`config.mk`:
```
export PLATFORM = sky130hd
export DESIGN_NAME = adrc_cfg
export DESIGN_NICKNAME = d
export VERILOG_FILES = /design/src/hw/rtl/adrc_pkg.sv /design/src/hw/rtl/adrc_cfg.sv
export SDC_FILE = /design/constraint.sdc
export NUM_CORES = 1
export LEC_CHECK = 0
export BUFFER_PORTS_ARGS = -buffer_cell sky130_fd_sc_hd__buf_2
export CORE_UTILIZATION = 50
export DETAILED_ROUTE_END_ITERATION = 16
export PLACE_DENSITY = 0.78
export RECOVER_POWER = 25
export SYNTH_ARGS = -nofsm -noshare
export SYNTH_HDL_FRONTEND = slang
export SYNTH_SLANG_ARGS = --single-unit
```
`constraint.sdc`:
```
create_clock -name i_clk -period 1.63 [get_ports i_clk]
set_input_delay 0.326 -clock i_clk [delete_from_list [all_inputs] [get_ports i_clk]]
set_output_delay 0.326 -clock i_clk [all_outputs]
set_load 0.03 [all_outputs]
```
`src/hw/rtl/adrc_pkg.sv`:
```
// ----------------------------------------------------------------------------
// adrc_pkg
// Shared types and constants of the audio dynamic range compressor.
// ----------------------------------------------------------------------------
package adrc_pkg;

    localparam int CFG_IDX_W  = 3;
    localparam int CFG_DATA_W = 24;
    localparam int COEF_W     = 24;
    localparam int DB_W       = 17;

    localparam logic [CFG_IDX_W-1:0] CFG_POWER_COEFF   = 3'd0;
    localparam logic [CFG_IDX_W-1:0] CFG_THRESHOLD_DB  = 3'd1;
    localparam logic [CFG_IDX_W-1:0] CFG_INVERSE_RATIO = 3'd2;
    localparam logic [CFG_IDX_W-1:0] CFG_ATTACK_COEFF  = 3'd3;
    localparam logic [CFG_IDX_W-1:0] CFG_RELEASE_COEFF = 3'd4;
    localparam logic [CFG_IDX_W-1:0] CFG_BOOST_GAIN    = 3'd5;

    // dB per octave of power (10*log10(2), Q.16) and log2(10)/20 (Q.24)
    localparam logic [31:0] DB_PER_LOG2_Q16   = 32'd197283;
    localparam logic [31:0] LOG2_10_DIV20_Q24 = 32'd2786559;
    // deepest target attenuation, magnitude in Q8.8
    localparam logic [23:0] DB_FLOOR_MAG      = 24'd33280;

    // 2^(-2^-(k+1)) in Q.16
    localparam logic [15:0] EXP_TAB [16] = '{
        16'd46341, 16'd55109, 16'd60097, 16'd62757,
        16'd64132, 16'd64830, 16'd65182, 16'd65359,
        16'd65447, 16'd65492, 16'd65514, 16'd65525,
        16'd65530, 16'd65533, 16'd65535, 16'd65535
    };

    typedef struct packed {
        logic [COEF_W-1:0]      power_coeff;
        logic signed [DB_W-1:0] threshold_db;
        logic [16:0]            inverse_ratio;
        logic [COEF_W-1:0]      attack_coeff;
        logic [COEF_W-1:0]      release_coeff;
        logic [15:0]            boost_gain;
    } t_cfg;

    typedef enum logic [4:0] {
        OP_NOP,
        OP_LOAD,
        OP_SQ,
        OP_P1,
        OP_P2,
        OP_NORM,
        OP_LOG,
        OP_LVL,
        OP_TGT,
        OP_G1,
        OP_G2,
        OP_EXP,
        OP_GAIN,
        OP_SHIFT,
        OP_BOOST,
        OP_Y1,
        OP_Y2
    } t_op;

    // datapath step and the loop index of the log and exp steps
    typedef struct packed {
        t_op        op;
        logic [3:0] k;
    } t_cmd;

endpackage

```
`src/hw/rtl/adrc_cfg.sv`:
```
// ----------------------------------------------------------------------------
// adrc_cfg
// Configuration register file, write only.
// ----------------------------------------------------------------------------
module adrc_cfg (
    input  logic                            i_clk,
    input  logic                            i_rst_n,
    input  logic                            i_cfg_wr_en,
    input  logic [adrc_pkg::CFG_IDX_W-1:0]  i_cfg_index,
    input  logic [adrc_pkg::CFG_DATA_W-1:0] i_cfg_data,
    output adrc_pkg::t_cfg                  o_cfg
);
    import adrc_pkg::*;

    t_cfg r_cfg;

    always_ff @(posedge i_clk) begin
        if (!i_rst_n) begin
            r_cfg.power_coeff   <= 24'd16568810;
            r_cfg.threshold_db  <= -17'sd2677;
            r_cfg.inverse_ratio <= 17'd16384;
            r_cfg.attack_coeff  <= 24'd16568810;
            r_cfg.release_coeff <= 24'd16771973;
            r_cfg.boost_gain    <= 16'd4096;
        end else if (i_cfg_wr_en) begin
            unique case (i_cfg_index)
                CFG_POWER_COEFF:   r_cfg.power_coeff   <= i_cfg_data[COEF_W-1:0];
                CFG_THRESHOLD_DB:  r_cfg.threshold_db  <= $signed(i_cfg_data[DB_W-1:0]);
                CFG_INVERSE_RATIO: r_cfg.inverse_ratio <= i_cfg_data[16:0];
                CFG_ATTACK_COEFF:  r_cfg.attack_coeff  <= i_cfg_data[COEF_W-1:0];
                CFG_RELEASE_COEFF: r_cfg.release_coeff <= i_cfg_data[COEF_W-1:0];
                CFG_BOOST_GAIN:    r_cfg.boost_gain    <= i_cfg_data[15:0];
                default: begin
                end
            endcase
        end
    end

    assign o_cfg = r_cfg;

endmodule

```
==> run_results.csv <==
group,metric,value,unit
outcome,result_of_the_run,"complete, no violations",
global_routing,gr-total-overflow,0,
worst_setup_path,critPathArrivalTime,1.84,ns
worst_setup_path,timing.critical_path.cells,"buf_2 -> clkbuf_1 -> nor4bb_1 -> clkbuf_1 -> mux2i_1",
detailed_routing,wirelength,11600,um
timing,period_minus_slack,1.41,ns
die,fp.dieH,99.5,um
die,core_region_area,9240,um2
clock_network,path_clk_slew,0.06,ns
finish,nets,637,
timing,fin_hold_ws,0.0882,ns
detailed_routing,number_of_drc_violations_after_detailed_routing,0,
worst_setup_path,critPathTopFamily,"buffers and inverters",
clock_network,clock_tree.htree_level_count,4,
timing,achievable-frequency,708,MHz
placed_design,port_buffers,151,
clock_network,cts-resized-gates,0,
power,p_per_area,1170,nW/um2
placed_design,number_of_placed_instances_taps_included,717,
die,die_area,9910,um2
detailed_routing,post_drt_via_cell_ratio,4.89,
clock_network,total_clock_buffers_created_by_cts,17,
finish,summed_area_of_non_filler_cells_in_the_final_layout,6280,um2
finish,largest_register_ff_count,122,
worst_setup_path,crit_required,2.06,ns
placed_design,routability_cong,0.782,
timing,slew_headroom,49.6,%
clock_network,cts-root-to-sink-buffers,2,
worst_setup_path,path_max_fanout,9,
global_routing,globalRouteTotalUtil,23.8,%
detailed_routing,drt-wirelength-per-cell,15.5,um
timing,rsz0062_at_grt,"false",
global_routing,grt_pass1_vias,3649,
placed_design,place_hpwl,7970,um
global_routing,antenna_violations_before_repair,0,
timing,final_max_slew_viol_count,0,
synthesis,synth.yosys.seq_area_share,51.4,%
power,fin_total_pwr,7.33,mW
finish,count_of_filler_cells_inserted_in_the_layout,749,
worst_hold_path,hold_class,"input pin to register",
power,power.static_leakage,2.98,nW
timing,worst_pin_slew,0.756,ns
synthesis,ys_ff_latch,122,
timing,setup_violations,0,
detailed_routing,drt_pass1_iterations,6,
finish,stdcell_count,749,
global_routing,grt_start_max_net_pins,67,
die,floorplan.die.width,99.5,um
clock_network,clock-root-buffer,"sky130_fd_sc_hd__clkbuf_8",
worst_setup_path,cp_slowest_stage_delay,0.61,ns
synthesis,postSynthCellCount,451,
die,number_of_top_level_pins,152,
timing,timing.final.crit_share,86.7,%
synthesis,netlist_area,4760,um2
worst_setup_path,critical_path.n_buffers_inverters,3,
clock_network,clk_latency,0.51,ns
detailed_routing,drt-initial-drc-count,97,
finish,antenna-diode-count,0,
worst_setup_path,critical_path_class,"input pin to register",
die,floorplan.initialDensity,51.5,%
clock_network,cts.repair_timing.setup_buffer_count,0,
finish,area.growth.synth_to_final,32.1,%
clock_network,number_of_clock_sinks_seen_by_cts,122,
run,drv_cap,0,
clock_network,cts_tree,"done",
synthesis,synth_area_per_inst,10.5,um2
timing,finalHoldViolCount,0,
worst_setup_path,crit_path_end_kind,"register",
synthesis,netlist-cell-type-count,15,
worst_setup_path,timing.critical_path.from_type,"input pin",
clock_network,holdBufCountCts,0,
die,rows,35,
worst_setup_path,worst_path_max_delay_cell,"sky130_fd_sc_hd__clkbuf_1",
global_routing,global_route_wire_length_before_repair,18100,um
worst_setup_path,critical-path-top-cell-by-count,"sky130_fd_sc_hd__clkbuf_1",
detailed_routing,count_of_antenna_violating_nets_left_after_detailed_routing,0,
power,vdd.ir_drop.worst,0.767,mV
detailed_routing,route.vias.total,3665,
timing,clock_skew,0,ns
synthesis,yosys_warnings,0,
worst_setup_path,r2r_setup_slack,0.94,ns
placed_design,placed_cell_area,5780,um2
synthesis,postSynthNetCount,481,
finish,post_route_cells_drive_above_1_share,32.4,%
timing,totalNegativeSetupSlack,0,ns
[routing by layer]
metal  vias to the layer above  global-route usage, %  share of wire [%]
li1                       1803                      -                  -
met1                      1756                   28.8                 44
met2                        94                   40.5                 50
met3                        12                   7.17                4.8
met4                         0                   7.24                1.0
met5                         -                      0                  0
[layout by cell type, fill, tap and decap left out, types with 2 or more instances in the layout]
cell type and instances:
sky130_fd_sc_hd__inv_6 3, sky130_fd_sc_hd__clkbuf_2 3, sky130_fd_sc_hd__bufinv_16 2, sky130_fd_sc_hd__buf_12 3, sky130_fd_sc_hd__mux2i_1 122, sky130_fd_sc_hd__buf_4 11
sky130_fd_sc_hd__buf_2 149, sky130_fd_sc_hd__clkinv_4 2, sky130_fd_sc_hd__clkbuf_1 4, sky130_fd_sc_hd__dfxtp_1 122, sky130_fd_sc_hd__nor2b_1 83, sky130_fd_sc_hd__nor4bb_1 2
sky130_fd_sc_hd__clkbuf_8 4, sky130_fd_sc_hd__nand2_1 80, sky130_fd_sc_hd__clkinvlp_4 4, sky130_fd_sc_hd__nand4b_1 2, sky130_fd_sc_hd__clkbuf_16 16
[Yosys cell counts (all sizes together)]
library cell | n | area share, %
clkbuf | 17 | 1.3
dfxtp | 122 | 51
nand2 | 80 | 6.3
nor4b | 1 | 0.32
or4b | 1 | 0.21
buf | 17 | 2.2
nor4bb | 3 | 0.63
nor2b | 83 | 11
and4b | 1 | 0.21
nand4b | 2 | 0.37
mux2i | 122 | 26
nand4bb | 2 | 0.47
[worst register-to-register path, delay by kind of cell, from the launching register on]
family / cells / cell delay [ns]
and+or+nand+nor: 1 / 0.14
muxes: 1 / 0.10
DFF: 1 / 0.32
[logic make-up after synthesis]
kind of cell           Yosys count  share of synthesized area (%)
DFF                            122                           51.4
and+or+nand+nor                173                           19.4
buffers and inverters           34                           3.53
muxes                          122                           25.7
[worst paths after layout]
kind,start,depth (start not counted),to
setup / recovery,i_cfg_index[0],5,o_cfg[87]$_SDFFE_PN0P_
hold / removal,i_cfg_data[14],3,o_cfg[14]$_SDFFE_PN0P_
setup reg to reg,o_cfg[58]$_SDFFE_PN1P_,2,o_cfg[58]$_SDFFE_PN1P_
hold reg to reg,o_cfg[86]$_SDFFE_PN0P_,2,o_cfg[86]$_SDFFE_PN0P_
[stage by stage]
stage,util (%),worst slack [ns]
2_1_floorplan,-,0.181
3_3_place_gp,62.5,0.153
3_5_place_dp,62.5,0.128
4_1_cts,69.0,0.204
5_1_grt,68.0,0.110
6_report,68.0,0.218
[area by class of cell]
type	count	area, um2	area share [%]
clock buffer	20	455	7.25
clock inverter	12	139	2.21
multi-input combinational	295	2160	34.4
sequential	122	2440	38.9
tap	129	161	2.57
timing repair buffer	171	926	14.7
[power breakdown]
group	internal [mW]	switching (mW)
logic	0.207	0.361
clock network	2.31	1.37
registers	3.05	0.0346
(Power assumes the default switching activity.)
