==> src/hw/rtl/adrc_pkg.sv <==
// ----------------------------------------------------------------------------
// adrc_pkg
// Shared types and constants of the audio dynamic range compressor.
// ----------------------------------------------------------------------------
package adrc_pkg;

    localparam int CFG_IDX_W  = 3;
    localparam int CFG_DATA_W = 24;
    localparam int COEF_W     = 24;
    localparam int DB_W       = 17;

    localparam logic [CFG_IDX_W-1:0] CFG_POWER_COEFF   = 3'd0;
    localparam logic [CFG_IDX_W-1:0] CFG_THRESHOLD_DB  = 3'd1;
    localparam logic [CFG_IDX_W-1:0] CFG_INVERSE_RATIO = 3'd2;
    localparam logic [CFG_IDX_W-1:0] CFG_ATTACK_COEFF  = 3'd3;
    localparam logic [CFG_IDX_W-1:0] CFG_RELEASE_COEFF = 3'd4;
    localparam logic [CFG_IDX_W-1:0] CFG_BOOST_GAIN    = 3'd5;

    // dB per octave of power (10*log10(2), Q.16) and log2(10)/20 (Q.24)
    localparam logic [31:0] DB_PER_LOG2_Q16   = 32'd197283;
    localparam logic [31:0] LOG2_10_DIV20_Q24 = 32'd2786559;
    // deepest target attenuation, magnitude in Q8.8
    localparam logic [23:0] DB_FLOOR_MAG      = 24'd33280;

    // 2^(-2^-(k+1)) in Q.16
    localparam logic [15:0] EXP_TAB [16] = '{
        16'd46341, 16'd55109, 16'd60097, 16'd62757,
        16'd64132, 16'd64830, 16'd65182, 16'd65359,
        16'd65447, 16'd65492, 16'd65514, 16'd65525,
        16'd65530, 16'd65533, 16'd65535, 16'd65535
    };

    typedef struct packed {
        logic [COEF_W-1:0]      power_coeff;
        logic signed [DB_W-1:0] threshold_db;
        logic [16:0]            inverse_ratio;
        logic [COEF_W-1:0]      attack_coeff;
        logic [COEF_W-1:0]      release_coeff;
        logic [15:0]            boost_gain;
    } t_cfg;

    typedef enum logic [4:0] {
        OP_NOP,
        OP_LOAD,
        OP_SQ,
        OP_P1,
        OP_P2,
        OP_NORM,
        OP_LOG,
        OP_LVL,
        OP_TGT,
        OP_G1,
        OP_G2,
        OP_EXP,
        OP_GAIN,
        OP_SHIFT,
        OP_BOOST,
        OP_Y1,
        OP_Y2
    } t_op;

    // datapath step and the loop index of the log and exp steps
    typedef struct packed {
        t_op        op;
        logic [3:0] k;
    } t_cmd;

endpackage

==> src/hw/rtl/adrc_ctrl.sv <==
// ----------------------------------------------------------------------------
// adrc_ctrl
// Sequencer: steps the datapath through one sample and runs the handshakes.
// ----------------------------------------------------------------------------
module adrc_ctrl (
    input  logic                i_clk,
    input  logic                i_rst_n,
    input  logic                i_in_valid,
    output logic                o_in_ready,
    output logic                o_out_valid,
    input  logic                i_out_ready,
    input  logic                i_norm_done,
    output adrc_pkg::t_cmd      o_cmd
);
    import adrc_pkg::*;

    typedef enum logic [3:0] {
        S_IDLE, S_SQ, S_P1, S_P2, S_NORM, S_LOG, S_LVL, S_TGT,
        S_G1, S_G2, S_EXP, S_GAIN, S_SHIFT, S_BOOST, S_Y1, S_Y2
    } t_state;

    t_state     r_state;
    logic [3:0] r_cnt;
    logic       r_out_valid;
    logic       y2_fire;

    // final step waits until the previous result has left the output register
    assign y2_fire = !r_out_valid || i_out_ready;

    always_comb begin
        o_cmd.k = r_cnt;
        unique case (r_state)
            S_IDLE:  o_cmd.op = i_in_valid ? OP_LOAD : OP_NOP;
            S_SQ:    o_cmd.op = OP_SQ;
            S_P1:    o_cmd.op = OP_P1;
            S_P2:    o_cmd.op = OP_P2;
            S_NORM:  o_cmd.op = OP_NORM;
            S_LOG:   o_cmd.op = OP_LOG;
            S_LVL:   o_cmd.op = OP_LVL;
            S_TGT:   o_cmd.op = OP_TGT;
            S_G1:    o_cmd.op = OP_G1;
            S_G2:    o_cmd.op = OP_G2;
            S_EXP:   o_cmd.op = OP_EXP;
            S_GAIN:  o_cmd.op = OP_GAIN;
            S_SHIFT: o_cmd.op = OP_SHIFT;
            S_BOOST: o_cmd.op = OP_BOOST;
            S_Y1:    o_cmd.op = OP_Y1;
            S_Y2:    o_cmd.op = y2_fire ? OP_Y2 : OP_NOP;
            default: o_cmd.op = OP_NOP;
        endcase
    end

    always_ff @(posedge i_clk) begin
        if (!i_rst_n) begin
            r_state     <= S_IDLE;
            r_cnt       <= '0;
            r_out_valid <= 1'b0;
        end else begin
            if (r_out_valid && i_out_ready) begin
                r_out_valid <= 1'b0;
            end
            unique case (r_state)
                S_IDLE: begin
                    if (i_in_valid) r_state <= S_SQ;
                end
                S_SQ:  r_state <= S_P1;
                S_P1:  r_state <= S_P2;
                S_P2:  r_state <= S_NORM;
                S_NORM: begin
                    if (i_norm_done) begin
                        r_cnt   <= '0;
                        r_state <= S_LOG;
                    end
                end
                S_LOG: begin
                    r_cnt <= r_cnt + 4'd1;
                    if (&r_cnt) r_state <= S_LVL;
                end
                S_LVL: r_state <= S_TGT;
                S_TGT: r_state <= S_G1;
                S_G1:  r_state <= S_G2;
                S_G2:  r_state <= S_EXP;
                S_EXP: begin
                    r_cnt   <= '0;
                    r_state <= S_GAIN;
                end
                S_GAIN: begin
                    r_cnt <= r_cnt + 4'd1;
                    if (&r_cnt) r_state <= S_SHIFT;
                end
                S_SHIFT: r_state <= S_BOOST;
                S_BOOST: r_state <= S_Y1;
                S_Y1:    r_state <= S_Y2;
                S_Y2: begin
                    if (y2_fire) begin
                        r_out_valid <= 1'b1;
                        r_state     <= S_IDLE;
                    end
                end
                default: r_state <= S_IDLE;
            endcase
        end
    end

    assign o_in_ready  = (r_state == S_IDLE);
    assign o_out_valid = r_out_valid;

endmodule

==> config.mk <==
export PLATFORM = sky130hd
export DESIGN_NAME = adrc_ctrl
export DESIGN_NICKNAME = d
export VERILOG_FILES = /design/src/hw/rtl/adrc_pkg.sv /design/src/hw/rtl/adrc_ctrl.sv
export SDC_FILE = /design/constraint.sdc
export NUM_CORES = 1
export LEC_CHECK = 0
export ABC_AREA = 1
export ABC_CLOCK_PERIOD_IN_PS = 3500
export BUFFER_PORTS_ARGS = -buffer_cell sky130_fd_sc_hd__clkbuf_2
export CAP_MARGIN = 15
export CORE_AREA = 2 2 39 41
export CTS_CLUSTER_DIAMETER = 100
export CTS_CLUSTER_SIZE = 28
export DETAILED_ROUTE_END_ITERATION = 7
export DIE_AREA = 0 0 41 43
export PLACE_DENSITY = 0.66
export SLEW_MARGIN = 10
export SYNTH_ARGS = -nofsm -noshare
export SYNTH_HDL_FRONTEND = slang
export SYNTH_SLANG_ARGS = --single-unit
==> constraint.sdc <==
create_clock -name i_clk -period 3.5 [get_ports i_clk]
set_clock_uncertainty 0.2 [all_clocks]
set_input_delay 0.35 -clock i_clk [delete_from_list [all_inputs] [get_ports i_clk]]
set_output_delay 0.35 -clock i_clk [all_outputs]
set_load 0.1 [all_outputs]
==> impl_results.md <==
* Status: finished clean
* Largest net degree at the start of global routing at 7
* Starting density of the core at 0.400
* Std-Cell Core Area at 0.00138 mm²
* Routability cong. at 0.713
* Accumulated negative setup slack at 0 ns
* Highest clock frequency the design can meet at 469 MHz
* Initial antenna violation count at 0
* CTS max path bufs at 2
* Detailed Place HPWL at between 900 and 1000 µm
* Per-cell routed wire length at 9.49 µm
* Post-detailed-routing wire length at roughly 1100 µm
* Worst Max-Slew Pin Slew at 0.542 ns
* Final count of negative-setup-slack endpoints at 0
* Number of failing hold endpoints at the final stage at 0
* Kind of launch point of the worst setup path: register
* CTS tree: yes
* Share of final-layout standard cells stronger than drive strength 1 at 0.304
* Count of buffers from port buffering at 15
* Worst skew pair latency at 0.26 ns
* Portion of synthesized cell area occupied by the leading cell type at 0.326
* Worst slew slack as a fraction of its limit at 0.640
* Final Critical Period at 2.13 ns
* Mean instance size in the synthesized netlist at 6.66 µm²
* Dominant cell type by area after synthesis: sky130_fd_sc_hd__dfxtp_1
* Hold-fix buffers at CTS at 0
* Global-route wire length before repair at 1840 µm
* Worst Setup Path Type: reg -> out
* Number of DRC violations after detailed routing at 0
* # Post-CTS Setup Buffers at 0
* Die Span X at 41 µm
* Critical register-to-register path endpoint: r_state[3]$_SDFFE_PN0P_
* Die height at approximately 43 µm
* Synth unique cells at 19
* Number of H-tree levels at 1
* Clk root buf: sky130_fd_sc_hd__clkbuf_4
* Sink count of the clock tree at 9
* Launch point of the worst reg-to-reg path: r_state[2]$_SDFFE_PN0P_
* Cells taking the most area after synthesis: sky130_fd_sc_hd__dfxtp_1 (33%), sky130_fd_sc_hd__nor2_1 (11%), sky130_fd_sc_hd__inv_1 (10%)
* Syn nets at 89
* Required time of the critical path at 2.95 ns
* Worst min path class: in -> reg
* Final Instance Count excl. Fillers at 118
* Number of cells in the design after placement at 114
* Die Outline Area at 0.00176 mm²
* Detail Route Antenna Nets at 0
* Tot GR Track Use at 0.154
* Cell area after technology mapping at 553 µm²
* CP endpoint kind: primary output
* Number of vias per cell at 4.75
* Launch point of the worst hold path: i_rst_n
* Number of buffers added by the clock tree synthesis step at 3
* Number of cell rows at 14
* Hold Worst Slack at 0.181 ns
* Final period util at 0.610
* Number of I/O pins at 16
* Total congestion overflow at 0
* Maximum fanout along the worst path at 6
* Number of vias in the routed layout at 560
* CP Data Arrival Time at 1.58 ns
* Final #Nets at 109
* Number of maximum-capacitance constraint violations at 0
* Worst-path clk slew at 0.06 ns
* Unrepaired setup endpoints after global routing: false
* Share of synthesized area occupied by flip-flops and latches at 0.326
* Layout Area Growth over Synthesis at 21.9%
* Count of inserted antenna diode cells at 0
* Final cell area excluding filler cells at 674 µm²
* Synthesis Warnings at 0
* DRC marker count from the first detailed-route iteration at 9
* Worst hold path endpoint: r_state[2]$_SDFFE_PN0P_
* Cell count after synthesis at 83
* Post-detailed-placement cell area at about 650 µm²
* Number of global-route vias before repair at 477
* Total count of max-transition violations in the final report at 0
* Hold Crit Depth at 3
* Reg2Reg Depth at 9
* Slack of the worst reg-to-reg path at about 1.9 ns
* Flop and latch count out of synthesis at 9
* Resized cells post-CTS at 0
* Pre-Repair DR Iteration Count at 4
==> kinds of logic (layout without fill, tap and decap cells) <==
logic type                 after synthesis  in the layout  synth area share
AOI/OAI and AO/OA                        6              6            0.0860
xor gates and xnor gates                 2              2            0.0317
adders and majority gates                1              1            0.0226
buffers and inverters                   17             36             0.115
DFF                                      9              9             0.326
and+or+nand+nor                         48             48             0.419
==> worst max-delay path, cell delays in order (launching register included) <==
cell	delay (ns)
sky130_fd_sc_hd__dfxtp_1	0.38
sky130_fd_sc_hd__nor2_1	0.24
sky130_fd_sc_hd__inv_1	0.09
sky130_fd_sc_hd__nor3_1	0.14
sky130_fd_sc_hd__clkbuf_2	0.48
==> how the worst max path moves through the flow <==
stage | startpoint | endpoint | slack, ns
2_1_floorplan | o_out_valid$_SDFF_PN0_ | o_cmd[8] | 0.09
3_3_place_gp | r_state[0]$_SDFFE_PN0P_ | o_in_ready | 1.65
3_5_place_dp | r_state[0]$_SDFFE_PN0P_ | o_in_ready | 1.65
4_1_cts | r_state[0]$_SDFFE_PN0P_ | o_in_ready | 1.36
5_1_grt | r_state[0]$_SDFFE_PN0P_ | o_in_ready | 1.27
6_report | r_state[0]$_SDFFE_PN0P_ | o_in_ready | 1.37
==> cell usage after synthesis (all sizes together) <==
library cell   n
a21oi          1
a31o           2
dfxtp          9
ha             1
inv           17
nand2         17
nand3         10
nand4          1
nor2          17
nor3           3
o21ai          2
o21bai         1
xor2           2
==> per-layer routing <==
layer  routed length, µm  share of wire  up-vias  track usage
met5                   0              0        -            0
met4                   0              0        0        0.100
met3                  57          0.051        0       0.0471
met2                 555           0.50       14        0.231
met1                 507           0.45      251        0.178
li1                    -              -      295            -
==> through the flow <==
step | worst slack (ns) | util
after global placement | 1.65 | 0.468
after global routing | 1.27 | 0.487
after CTS | 1.36 | 0.487
after detailed placement | 1.65 | 0.468
final | 1.37 | 0.487
after floorplan | 0.0852 | -
==> layout make-up <==
type / instances / area [µm²]
clock buffers: 4 / 26.3
well taps: 16 / 20.0
multi-input cells: 57 / 309
repair buffers: 15 / 75.1
inverters: 17 / 63.8
flip-flops and latches: 9 / 180
fillers: 148 / 709
==> state kept, by name, indices dropped and copies added, names as in the netlist <==
name and cells:
r_state 4, r_cnt 4, o_out_valid 1
==> placed cells by master (no fill, tap or decap) <==
| cell type | n |
|---|---|
| sky130_fd_sc_hd__nor2_4 | 1 |
| sky130_fd_sc_hd__inv_2 | 2 |
| sky130_fd_sc_hd__nand4_1 | 1 |
| sky130_fd_sc_hd__clkbuf_1 | 1 |
| sky130_fd_sc_hd__dfxtp_1 | 9 |
| sky130_fd_sc_hd__nor2_1 | 16 |
| sky130_fd_sc_hd__nand2_1 | 13 |
| sky130_fd_sc_hd__o21ai_0 | 1 |
| sky130_fd_sc_hd__o21bai_1 | 1 |
| sky130_fd_sc_hd__xor2_1 | 2 |
| sky130_fd_sc_hd__ha_1 | 1 |
| sky130_fd_sc_hd__nor3_1 | 3 |
| sky130_fd_sc_hd__nand2_4 | 1 |
| sky130_fd_sc_hd__a31o_2 | 2 |
| sky130_fd_sc_hd__o21ai_2 | 1 |
| sky130_fd_sc_hd__clkbuf_4 | 3 |
| sky130_fd_sc_hd__nand3_2 | 2 |
| sky130_fd_sc_hd__nand3_1 | 8 |
| sky130_fd_sc_hd__clkbuf_2 | 15 |
| sky130_fd_sc_hd__inv_1 | 15 |
| sky130_fd_sc_hd__nand2_2 | 3 |
| sky130_fd_sc_hd__a21oi_2 | 1 |
Power is left out: the tool's default activity adds up to more than one toggle a clock period on the data nets, which glitch-free logic cannot reach.
